==> config.mk <==
export PLATFORM = sky130hd
export DESIGN_NAME = link_lifecycle_controller_top
export DESIGN_NICKNAME = d
export VERILOG_FILES = /design/src/design/llc_pkg.sv /design/src/design/llc_core.sv /design/src/design/llc_out_queue.sv /design/src/design/link_lifecycle_controller_top.sv
export SDC_FILE = /design/constraint.sdc
export NUM_CORES = 1
export LEC_CHECK = 0
export BUFFER_PORTS_ARGS = -buffer_cell sky130_fd_sc_hd__buf_2
export CAP_MARGIN = 20
export CORE_MARGIN = 5
export CORE_UTILIZATION = 45
export CTS_CLUSTER_SIZE = 8
export DETAILED_ROUTE_END_ITERATION = 16
export SYNTH_ARGS = -nofsm -noshare
export SYNTH_HDL_FRONTEND = slang
export SYNTH_HIERARCHICAL = 1
export SYNTH_SLANG_ARGS = --single-unit
==> constraint.sdc <==
create_clock -name clk -period 24.6 [get_ports clk]
set_input_delay 4.92 -clock clk [delete_from_list [all_inputs] [get_ports clk]]
set_output_delay 4.92 -clock clk [all_outputs]
set_load 0.05 [all_outputs]
==> src/design/llc_pkg.sv <==
// ----------------------------------------------------------------------------
// llc_pkg
// Shared types and codes for the link lifecycle controller.
// ----------------------------------------------------------------------------
package llc_pkg;

  // Lifecycle states, coded as they appear on the result channel.
  typedef enum logic [3:0] {
    ST_IDLE       = 4'd0,
    ST_SCAN       = 4'd1,
    ST_CONNECTING = 4'd2,
    ST_DISCOVER   = 4'd3,
    ST_PAIR       = 4'd4,
    ST_SUBSCRIBE  = 4'd5,
    ST_READY      = 4'd6,
    ST_BOND       = 4'd7,
    ST_ERROR      = 4'd8
  } state_t;

  // Input command codes.
  localparam logic [2:0] CMD_TICK  = 3'd0;
  localparam logic [2:0] CMD_START = 3'd1;
  localparam logic [2:0] CMD_STOP  = 3'd2;
  localparam logic [2:0] CMD_SEND  = 3'd3;
  localparam logic [2:0] CMD_MSG   = 3'd4;

  // Operation outcome codes carried by a tick.
  localparam logic [1:0] RES_DONE = 2'd1;
  localparam logic [1:0] RES_FAIL = 2'd2;

  // Result event codes.
  localparam logic [1:0] EV_STATE  = 2'd0;
  localparam logic [1:0] EV_DISC   = 2'd1;
  localparam logic [1:0] EV_MSG    = 2'd2;
  localparam logic [1:0] EV_SEND   = 2'd3;

  // Configuration register indexes.
  localparam logic [1:0] CFG_RECONNECT = 2'd0;
  localparam logic [1:0] CFG_SECURE    = 2'd1;
  localparam logic [1:0] CFG_TICK      = 2'd2;

  localparam logic [15:0] RECONNECT_RST = 16'd1500;
  localparam logic [15:0] SECURE_RST    = 16'd4000;
  localparam logic [9:0]  TICK_RST      = 10'd100;

  localparam int unsigned QUEUE_DEPTH = 4;
  localparam int unsigned QPTR_W      = $clog2(QUEUE_DEPTH);

  typedef struct packed {
    logic [2:0]  command;
    logic [1:0]  op_result;
    logic        link_up;
    logic        msg_is_button;
    logic [3:0]  msg_kind;
    logic [31:0] msg_seq;
    logic        send_kind;
  } item_t;

  typedef struct packed {
    logic [1:0]  event_kind;
    logic [3:0]  new_state;
    logic [3:0]  msg_kind;
    logic [31:0] msg_seq;
    logic        send_granted;
    logic        send_which;
    logic        teardown;
    logic        last;
  } result_t;

  // Results produced by one transaction: count is 0, 1 or 2.
  typedef struct packed {
    logic [1:0] count;
    result_t    r0;
    result_t    r1;
  } res_bundle_t;

  typedef struct packed {
    logic        we;
    logic [1:0]  index;
    logic [15:0] data;
  } cfg_wr_t;

endpackage

==> src/design/llc_core.sv <==
// ----------------------------------------------------------------------------
// llc_core
// Lifecycle state, configuration registers and the per-transaction decision.
// ----------------------------------------------------------------------------
module llc_core (
  input  logic                 clk,
  input  logic                 rst_n,
  input  llc_pkg::cfg_wr_t     cfg,
  input  llc_pkg::item_t       item,
  input  logic                 commit,
  output llc_pkg::res_bundle_t res
);
  import llc_pkg::*;

  state_t      state_r, state_nxt;
  logic        running_r, running_nxt;
  logic [15:0] tis_r, tis_nxt;
  logic [31:0] last_seq_r, last_seq_nxt;
  logic        seq_valid_r, seq_valid_nxt;

  logic [15:0] reconnect_r;
  logic [15:0] secure_r;
  logic [9:0]  tick_period_r;

  logic [16:0] t_sum;
  logic [15:0] t_sat;
  state_t      target;
  logic        target_td;
  logic        link_drop;
  result_t     blank;

  always_ff @(posedge clk) begin
    if (!rst_n) begin
      reconnect_r   <= RECONNECT_RST;
      secure_r      <= SECURE_RST;
      tick_period_r <= TICK_RST;
    end else if (cfg.we) begin
      unique case (cfg.index)
        CFG_RECONNECT: reconnect_r   <= cfg.data;
        CFG_SECURE:    secure_r      <= cfg.data;
        CFG_TICK:      tick_period_r <= cfg.data[9:0];
        default: ;
      endcase
    end
  end

  always_ff @(posedge clk) begin
    if (!rst_n) begin
      state_r     <= ST_IDLE;
      running_r   <= 1'b0;
      tis_r       <= '0;
      last_seq_r  <= '0;
      seq_valid_r <= 1'b0;
    end else if (commit) begin
      state_r     <= state_nxt;
      running_r   <= running_nxt;
      tis_r       <= tis_nxt;
      last_seq_r  <= last_seq_nxt;
      seq_valid_r <= seq_valid_nxt;
    end
  end

  // Time in state after this tick, saturating at the counter's full scale.
  assign t_sum = {1'b0, tis_r} + {7'd0, tick_period_r};
  assign t_sat = t_sum[16] ? 16'hFFFF : t_sum[15:0];

  assign link_drop = (state_r >= ST_DISCOVER) && (state_r <= ST_READY) && !item.link_up;

  // Where a tick would move the machine, link drop aside.
  always_comb begin
    target    = state_r;
    target_td = 1'b0;
    unique case (state_r)
      ST_IDLE: begin
        if (t_sat >= reconnect_r) target = ST_SCAN;
      end
      ST_SCAN, ST_CONNECTING: begin
        if (item.op_result == RES_DONE) target = ST_DISCOVER;
        else if (item.op_result == RES_FAIL) target = ST_ERROR;
      end
      ST_DISCOVER: begin
        if (item.op_result == RES_DONE) target = ST_PAIR;
        else if (item.op_result == RES_FAIL) target = ST_ERROR;
      end
      ST_PAIR, ST_SUBSCRIBE: begin
        if (item.op_result == RES_DONE)
          target = (state_r == ST_PAIR) ? ST_SUBSCRIBE : ST_READY;
        else if (item.op_result == RES_FAIL || t_sat >= secure_r)
          target = ST_BOND;
      end
      ST_BOND, ST_ERROR: begin
        if (t_sat >= reconnect_r) begin
          target    = ST_IDLE;
          target_td = 1'b1;
        end
      end
      default: ;
    endcase
  end

  always_comb begin
    blank           = '0;
    blank.new_state = state_r;

    state_nxt     = state_r;
    running_nxt   = running_r;
    tis_nxt       = tis_r;
    last_seq_nxt  = last_seq_r;
    seq_valid_nxt = seq_valid_r;
    res           = '0;
    res.r0        = blank;
    res.r1        = blank;

    case (item.command)
      CMD_TICK: begin
        if (running_r) begin
          if (link_drop) begin
            res.count           = 2'd2;
            res.r0.event_kind   = EV_DISC;
            res.r0.teardown     = 1'b1;
            res.r1.event_kind   = EV_STATE;
            res.r1.new_state    = ST_IDLE;
            state_nxt           = ST_IDLE;
            tis_nxt             = '0;
          end else if (target != state_r) begin
            res.count           = 2'd1;
            res.r0.event_kind   = EV_STATE;
            res.r0.new_state    = target;
            res.r0.teardown     = target_td;
            state_nxt           = target;
            tis_nxt             = '0;
          end else begin
            tis_nxt = t_sat;
          end
        end
      end
      CMD_START: begin
        if (!running_r) begin
          running_nxt   = 1'b1;
          seq_valid_nxt = 1'b0;
          if (state_r != ST_SCAN) begin
            res.count         = 2'd1;
            res.r0.event_kind = EV_STATE;
            res.r0.new_state  = ST_SCAN;
            state_nxt         = ST_SCAN;
            tis_nxt           = '0;
          end
        end
      end
      CMD_STOP: begin
        if (running_r) begin
          running_nxt = 1'b0;
          if (state_r != ST_IDLE) begin
            res.count         = 2'd1;
            res.r0.event_kind = EV_STATE;
            res.r0.new_state  = ST_IDLE;
            res.r0.teardown   = 1'b1;
            state_nxt         = ST_IDLE;
            tis_nxt           = '0;
          end
        end
      end
      CMD_SEND: begin
        res.count           = 2'd1;
        res.r0.event_kind   = EV_SEND;
        res.r0.send_granted = (state_r == ST_READY);
        res.r0.send_which   = item.send_kind;
      end
      CMD_MSG: begin
        // Button messages repeating the last sequence number are dropped.
        if (state_r == ST_READY &&
            !(item.msg_is_button && seq_valid_r && item.msg_seq == last_seq_r)) begin
          if (item.msg_is_button) begin
            last_seq_nxt  = item.msg_seq;
            seq_valid_nxt = 1'b1;
          end
          res.count         = 2'd1;
          res.r0.event_kind = EV_MSG;
          res.r0.msg_kind   = item.msg_kind;
          res.r0.msg_seq    = item.msg_seq;
        end
      end
      default: ;
    endcase

    res.r0.last = (res.count == 2'd1);
    res.r1.last = 1'b1;
  end

endmodule

==> src/design/llc_out_queue.sv <==
// ----------------------------------------------------------------------------
// llc_out_queue
// Four-entry result queue taking up to two results per cycle, one out.
// ----------------------------------------------------------------------------
module llc_out_queue (
  input  logic                 clk,
  input  logic                 rst_n,
  input  logic                 push,
  input  llc_pkg::res_bundle_t res,
  output logic                 room,
  output logic                 out_valid,
  input  logic                 out_ready,
  output llc_pkg::result_t     head
);
  import llc_pkg::*;

  localparam logic [QPTR_W:0] MAX_FILL = (QPTR_W + 1)'(QUEUE_DEPTH - 2);

  result_t           q_r [QUEUE_DEPTH];
  logic [QPTR_W-1:0] head_r, head_nxt;
  logic [QPTR_W-1:0] tail_r, tail_nxt;
  logic [QPTR_W:0]   count_r, count_nxt;
  logic [1:0]        n_push;
  logic              pop;
  logic [QPTR_W-1:0] tail_p1;

  // Room means a transaction with two results still fits.
  assign room      = (count_r <= MAX_FILL);
  assign out_valid = (count_r != '0);
  assign head      = q_r[head_r];
  assign pop       = out_valid && out_ready;
  assign n_push    = push ? res.count : 2'd0;
  assign tail_p1   = tail_r + 1'b1;

  always_comb begin
    head_nxt  = pop ? head_r + 1'b1 : head_r;
    tail_nxt  = tail_r + QPTR_W'(n_push);
    count_nxt = count_r + (QPTR_W + 1)'(n_push) - (QPTR_W + 1)'(pop);
  end

  always_ff @(posedge clk) begin
    if (!rst_n) begin
      head_r  <= '0;
      tail_r  <= '0;
      count_r <= '0;
    end else begin
      head_r  <= head_nxt;
      tail_r  <= tail_nxt;
      count_r <= count_nxt;
    end
  end

  always_ff @(posedge clk) begin
    if (n_push != 2'd0) q_r[tail_r]  <= res.r0;
    if (n_push == 2'd2) q_r[tail_p1] <= res.r1;
  end

endmodule

==> src/design/link_lifecycle_controller_top.sv <==
// ----------------------------------------------------------------------------
// link_lifecycle_controller_top
// Connection lifecycle controller with streaming input and result channels.
// ----------------------------------------------------------------------------
// Usage: each input transaction carries a command in in_tuser (tick, start,
// stop, send request or received message) and its operands in in_tdata.
// Ticks advance the lifecycle machine; each transaction yields zero, one or
// two result transactions on the out_ channel, the final one with out_tlast.
// out_tuser holds the event kind. Configuration is written on the cfg_
// channel (index 0 reconnect delay, 1 secure operation timeout, 2 tick
// period), which is always ready; write it only while the block is idle.
// An accepted input is registered in the input register and decided once
// the result queue has room; its results are written into that queue and
// offered from its head. Throughput: one input per cycle, bounded by
// the result queue, which drains one result per cycle while out_tready is
// high; inputs with two results therefore drain one result at a time.
// A stalled receiver fills the four-entry result queue; once it holds more
// than two results the input register holds and in_tready drops; nothing
// is lost.
// Reset (rst_n low, synchronous) returns to idle, stopped, with default
// configuration and empty queue.
// ----------------------------------------------------------------------------
module link_lifecycle_controller_top (
  input  logic        clk,
  input  logic        rst_n,
  input  logic        in_tvalid,
  output logic        in_tready,
  // [1:0] op_result, [2] link_up, [3] msg_is_button, [7:4] msg_kind,
  // [39:8] msg_seq, [40] send_kind, [47:41] zero
  input  logic [47:0] in_tdata,
  // [2:0] command
  input  logic [2:0]  in_tuser,
  output logic        out_tvalid,
  input  logic        out_tready,
  // [3:0] new_state, [7:4] out_msg_kind, [39:8] out_msg_seq,
  // [40] send_granted, [41] send_which, [42] teardown, [47:43] zero
  output logic [47:0] out_tdata,
  // [1:0] event_kind
  output logic [1:0]  out_tuser,
  output logic        out_tlast,
  input  logic        cfg_valid,
  output logic        cfg_ready,
  input  logic [1:0]  cfg_index,
  input  logic [15:0] cfg_data
);
  import llc_pkg::*;

  item_t       item_r;
  logic        item_valid_r, item_valid_nxt;
  logic        room;
  logic        commit;
  logic        in_fire;
  res_bundle_t res;
  result_t     head;
  cfg_wr_t     cfg;

  assign cfg_ready = 1'b1;
  assign cfg.we    = cfg_valid;
  assign cfg.index = cfg_index;
  assign cfg.data  = cfg_data;

  assign commit    = item_valid_r && room;
  assign in_tready = !item_valid_r || room;
  assign in_fire   = in_tvalid && in_tready;

  always_comb begin
    item_valid_nxt = item_valid_r;
    if (in_fire) item_valid_nxt = 1'b1;
    else if (commit) item_valid_nxt = 1'b0;
  end

  always_ff @(posedge clk) begin
    if (!rst_n) begin
      item_valid_r <= 1'b0;
    end else begin
      item_valid_r <= item_valid_nxt;
    end
  end

  always_ff @(posedge clk) begin
    if (in_fire) begin
      item_r.command       <= in_tuser;
      item_r.op_result     <= in_tdata[1:0];
      item_r.link_up       <= in_tdata[2];
      item_r.msg_is_button <= in_tdata[3];
      item_r.msg_kind      <= in_tdata[7:4];
      item_r.msg_seq       <= in_tdata[39:8];
      item_r.send_kind     <= in_tdata[40];
    end
  end

  llc_core u_core (
    .clk    (clk),
    .rst_n  (rst_n),
    .cfg    (cfg),
    .item   (item_r),
    .commit (commit),
    .res    (res)
  );

  llc_out_queue u_queue (
    .clk       (clk),
    .rst_n     (rst_n),
    .push      (commit),
    .res       (res),
    .room      (room),
    .out_valid (out_tvalid),
    .out_ready (out_tready),
    .head      (head)
  );

  assign out_tdata = {5'd0, head.teardown, head.send_which, head.send_granted,
                      head.msg_seq, head.msg_kind, head.new_state};
  assign out_tuser = head.event_kind;
  assign out_tlast = head.last;

endmodule
* After elaboration in Yosys (flattened, before gate mapping) *
Memory sizes are Yosys's and may differ from the RTL's. A register that Yosys moved wholly into a read port is not among the register bits.
Index checks and enable logic that the tools add are counted.

storage, ports and cells
  register bits = 148
  memories = 1
  input bits = 74
  output and inout bits = 54
  bits in writable memories = 184
  logic and storage cells = 159

memory list
  name         depth  width  rd ports  clocked after memory_dff  write ports  line                 text
  u_queue.q_r  4      46     1         1                         2            llc_out_queue.sv:19  result_t q_r [QUEUE_DEPTH];

cells by class
  order comparisons = 5
  muxes and demuxes = 65
  reductions and logical operators = 34
  add/subtract/negate cells = 6
  equal/unequal tests = 29

operators with widths
  operator            number
  $mux 16             8
  $mux 36             2
  $mux 4              17
  $pmux 16 s3         1
  $pmux 4 s5          2
  $eq 32x32->1        1
  $ge 16x16->1        2
  $mux 8              3
  $pmux 4 s3          2
  $mux 7              3
  $add 16x10->17      1
  $eq 4x3->1 const B  4
  $mux 1              16
  $mux 6              2
  $mux 2              5
  $ne 2x1->1 const B  5
  $eq 4x2->1 const B  2
  $logic_and 1x1->1   8
  $reduce_and 2->1    4
  $reduce_and 8->1    1
  $reduce_bool 2->1   4
  $reduce_and 7->1    1
  $eq 2x1->1 const B  3
  $eq 2x2->1 const B  3
  other kinds (28)    39

* Longest topological paths before layout *
  word-level depth = 16
  mapped depth = 29
  depth with buffers taken out = 28

* Cells and area by module *
Netlist, hierarchy kept.

by module, submodules not included
  module                         cells each  area each (um^2)  instances  sequential area each (um^2)
  llc_out_queue                  498         9411.5            1          5705.5
  llc_core                       813         6585.1            1          1921.8
  link_lifecycle_controller_top  58          1438.9            1          1341.3

* Worst setup path after synthesis *
OpenSTA, ideal clock, no wires.

  path type = flip-flop to flip-flop
  start = register u_core.tis_r[0]
  end = memory u_queue/q_r[2][0] (netlist bit) (enable)
  cell stages (with the launch flop) = 24
  data required time = 24.134 ns
  period minus slack after synthesis = 7.724 ns
  buffers on the path = 1
  setup slack = 16.876 ns
  arrival time = 7.258 ns
  library setup time = 0.466 ns
  cell sequence = dfxtp_1 -> ha_1 -> fa_1 -> a21o_1 -> a21oi_1 -> o21ai_0 -> nor4_1 -> o41a_1 -> nor3b_1 -> nor2_1 -> ha_1 -> nand2b_4 -> a2111o_1 -> a311oi_2 -> a21oi_1 -> o21a_1 -> nor3_2 -> or4b_4 -> nor2_1 -> o221ai_1 -> clkbuf_2 -> nor3b_2 -> nor2b_1 -> o22ai_1

RTL lines
  item                      line                 text
  start: declaration        llc_core.sv:17       logic [15:0] tis_r, tis_nxt;
  start signal: assignment  llc_core.sv:57       tis_r <= tis_nxt;
  end: declaration          llc_out_queue.sv:19

==> impl_metrics.env <==
export IMPL_synth_ff_type="edfxtp_1"
export IMPL_num_io_pins=128
export IMPL_dp_slack_ps=16860
export IMPL_via_count=10700
export IMPL_drt_iter0_markers=748
export IMPL_dp_hpwl_um=24900
export IMPL_hold_path_class="flip-flop to flip-flop"
export IMPL_async_flop_share_pct=0
export IMPL_clk_pin_slew_ps=50
export IMPL_cts_buffer_depth=3
export IMPL_grt_setup_unrepaired="no"
export IMPL_cts_buffers=48
export IMPL_grt_pass1_wl_um=63100
export IMPL_critPathLaunchType="flip-flop"
export IMPL_crit_required_ps=24790
export IMPL_drive_gt1_share_pct=29.8
export IMPL_synth_fa_ha_area_share_pct=3.53
export IMPL_grt_overflow=0
export IMPL_cts_hold_fix_buffers=0
export IMPL_synth_avg_cell_area_um2=12.7
export IMPL_worstSkewPairLatency_ps=570
export IMPL_finClkSkew_ps=21.5
export IMPL_antenna_left=0
export IMPL_synth_top_family_by_area="multiplexers"
export IMPL_grt_pass1_vias=10900
export IMPL_setup_tns_ps=0
export IMPL_endpoint_kind="flip-flop"
export IMPL_worstMarginPinSlew_ps=1110
export IMPL_routabilityCongestion=0.836
export IMPL_yosysSeqAreaShare_pct=51.4
export IMPL_htree_levels=2
export IMPL_nNetsFinal=1594
export IMPL_fp_coreArea_um2=38500
export IMPL_cp_max_fo=34
export IMPL_drc=0
export IMPL_synthTopCellsByArea="edfxtp_1 (39%), dfxtp_1 (12%), mux2_2 (11%)"
export IMPL_die_area_um2=42800
export IMPL_place_area_um2=18300
export IMPL_n_antenna_cell=0
export IMPL_cts_root_buffer="clkbuf_16"
export IMPL_period_minus_slack_ps=7700
export IMPL_hold_viol=0
export IMPL_finalSetupViolCount=0
export IMPL_cp_arrival_ps=7900
export IMPL_drt_first_pass_iters=5
export IMPL_portBuffers=114
export IMPL_synth_xor_area_share_pct=2.36
export IMPL_routedWlPerCell_um=20.0
export IMPL_synth_top_cell_by_area="edfxtp_1"
export IMPL_p_sw_share_pct=29.3
export IMPL_critPathKind="flip-flop to flip-flop"
export IMPL_status="finished clean"
export IMPL_chipWidth_um=207
export IMPL_yosys_area_top_type_share_pct=39.3
export IMPL_fillers=3362
export IMPL_viasPerCell=5.26
export IMPL_start_util_pct=45.3
export IMPL_fmax_ghz=0.130
export IMPL_synth_cells=1369
export IMPL_vdd_drop_max_v=0.0000840
export IMPL_synth_compound_area_share_pct=6.91
export IMPL_final_setup_worst_slack_ps=16900
export IMPL_synth_mux_area_share_pct=20.4
export IMPL_relSlewSlack_pct=26.1
export IMPL_area_delta_synth_final_pct=13.0
export IMPL_cellLeakagePower_nw=7.56
export IMPL_synthSimpleGateAreaFrac_pct=10.1
export IMPL_track_usage_pct=19.0
export IMPL_die_y_um=207
export IMPL_postCtsSetupBuffers=0
export IMPL_drv_cap=0
export IMPL_synthesis_area_um2=17400
export IMPL_synth_warning_count=6
export IMPL_pwr_share_clk_pct=40.2
export IMPL_fin_crit_sh_pct=31.3
export IMPL_stdcell_area_um2=19700
export IMPL_postCtsResizedCells=0
export IMPL_pwr_share_comb_pct=18.5
export IMPL_power_switching_uw=459
export IMPL_ys_seq_elements=334
export IMPL_power_density_nw_per_um2=79.4
export IMPL_slew_viol_final=0
export IMPL_clock_sinks=334
export IMPL_grt_max_degree=92
export IMPL_cts_tree="done"
export IMPL_synth_cell_types=86
export IMPL_antenna_found_initial=1
export IMPL_drt_total_wl_um=40500
export IMPL_synth_edf_count=228
export IMPL_row_count=72
export IMPL_power_frac_seq_pct=41.3
export IMPL_cell_internal_pwr_mw=1.11
## routing by layer
layer,vias to the layer above,routed length (um),track usage [%]
met2,211,19800,31.8
met4,2,830,4.65
met3,56,1720,3.53
li1,5181,-,-
met1,5205,18200,25.9
met5,-,13,0
## worst max-delay path, cell delays in order (launching register included)
cell      delay, ps
dfxtp_1         330
ha_1            190
fa_1            220
a21o_1          140
a21oi_1          90
o21ai_0         280
nor4_1          110
o41a_1          480
nor3b_1         790
or2_2           280
ha_1            250
a21oi_1         370
o211ai_1        280
a211oi_2        550
nor2_1          180
or4b_4          580
nor2_1          210
o221ai_1        410
nor3b_2         330
nor2b_1         110
o22ai_4         510
buf_4           610
## cell usage after synthesis (all sizes together), types with 3 or more instances
cell and n:
a211o 3, inv 44, nor4 9, nand2 126, o21bai 3, mux2i 36, edfxtp 228, ha 46
dfxtp 106, nand4 8, conb 4, clkbuf 35, nor2b 42, and3 9, xor2 27, and2 47
nor3 15, a2111oi 3, nor3b 3, a311oi 3, o21ai 29, nand3b 3, a211oi 5, mux2 189
o211ai 20, a21boi 29, buf 81, nand3 15, nor2 30, nand2b 11, or3 4, or2 5
o21a 5, a22o 14, mux4 46, xnor2 20, a21oi 31
## sequential cells by signal, indices dropped and copies added, names as in the netlist, 2 cells and up, named ones only
name and flops:
u_queue/count_r 3, u_core/tick_period_r 10, u_core/reconnect_r 16, u_queue/head_r 2, item_r 44, u_queue/tail_r 2
u_queue/q_r 184, u_core/tis_r 16, u_core/last_seq_r 32, u_core/state_r 4, u_core/secure_r 16
## cells in the final DEF (no fill, tap or decap), types with 4 or more instances in the layout
cell         n
a211oi_1     4
a21boi_0    28
a21oi_1     31
a22o_1      14
and2_1      45
and3_1       7
buf_2      114
buf_4       11
clkbuf_1    33
clkbuf_16   49
conb_1      48
dfxtp_1    104
edfxtp_1   228
ha_1        46
inv_1       44
mux2_2     177
mux2_4      10
mux2i_1     36
mux4_2      46
nand2_1    125
nand2b_1     9
nand3_1     14
nand4_1      8
nor2_1      28
nor2b_1     42
nor3_1      13
nor4_1       7
o211ai_1    20
o21a_1       4
o21ai_0     27
or2_2        5
or3_1        4
xnor2_1     20
xor2_1      27
## layout make-up
| cell class | instances | area (um^2) | area share (%) |
|---|---|---|---|
| Clock inverter | 2 | 50.0 | 0.254 |
| Tap cell | 518 | 648 | 3.29 |
| Multi-Input combinational cell | 917 | 7810 | 39.6 |
| Inverter | 46 | 173 | 0.876 |
| Sequential cell | 334 | 8980 | 45.6 |
| Clock buffer | 85 | 1390 | 7.06 |
| Timing Repair Buffer | 125 | 653 | 3.32 |
## power groups by stage
stage          Sequential (mW)  Combinational, mW  Clock, mW
6_report                 0.646              0.290      0.629
5_1_grt                  0.650              0.309      0.669
4_1_cts                  0.647              0.295      0.645
3_5_place_dp             0.658              0.294          0
3_3_place_gp             0.658              0.294          0
2_1_floorplan            0.637              0.225          0
## path summary, 6_finish.rpt
check,startpoint,endpoint,slack (ps),depth (start not counted)
setup reg to reg,u_core/tis_r[0],u_queue/q_r[2][9],16900,21
hold reg to reg,u_core/reconnect_r[15],u_core/reconnect_r[15],460,2
hold / removal,u_core/reconnect_r[15],u_core/reconnect_r[15],460,2
setup / recovery,u_core/tis_r[0],u_queue/q_r[2][9],16900,21
## cells by family (layout without fill, tap and decap cells)
family,count (synthesis),in the layout
AOI/OAI and AO/OA,168,168
other,4,48
muxes,271,271
buffers and inverters,162,258
adders and majority gates,48,48
and+or+nand+nor,335,335
DFF,334,334
xor gates and xnor gates,47,47
## stage by stage
stage	utilization [%]	instances	power [mW]	hold slack, ps
2_1_floorplan	-	1413	0.862	432
3_3_place_gp	47.5	1940	0.951	445
3_5_place_dp	47.5	1940	0.952	456
4_1_cts	51.2	2027	1.59	466
5_1_grt	51.2	2027	1.63	489
6_report	51.2	2027	1.57	462
Note: power is estimated with default switching activity, not from simulation.
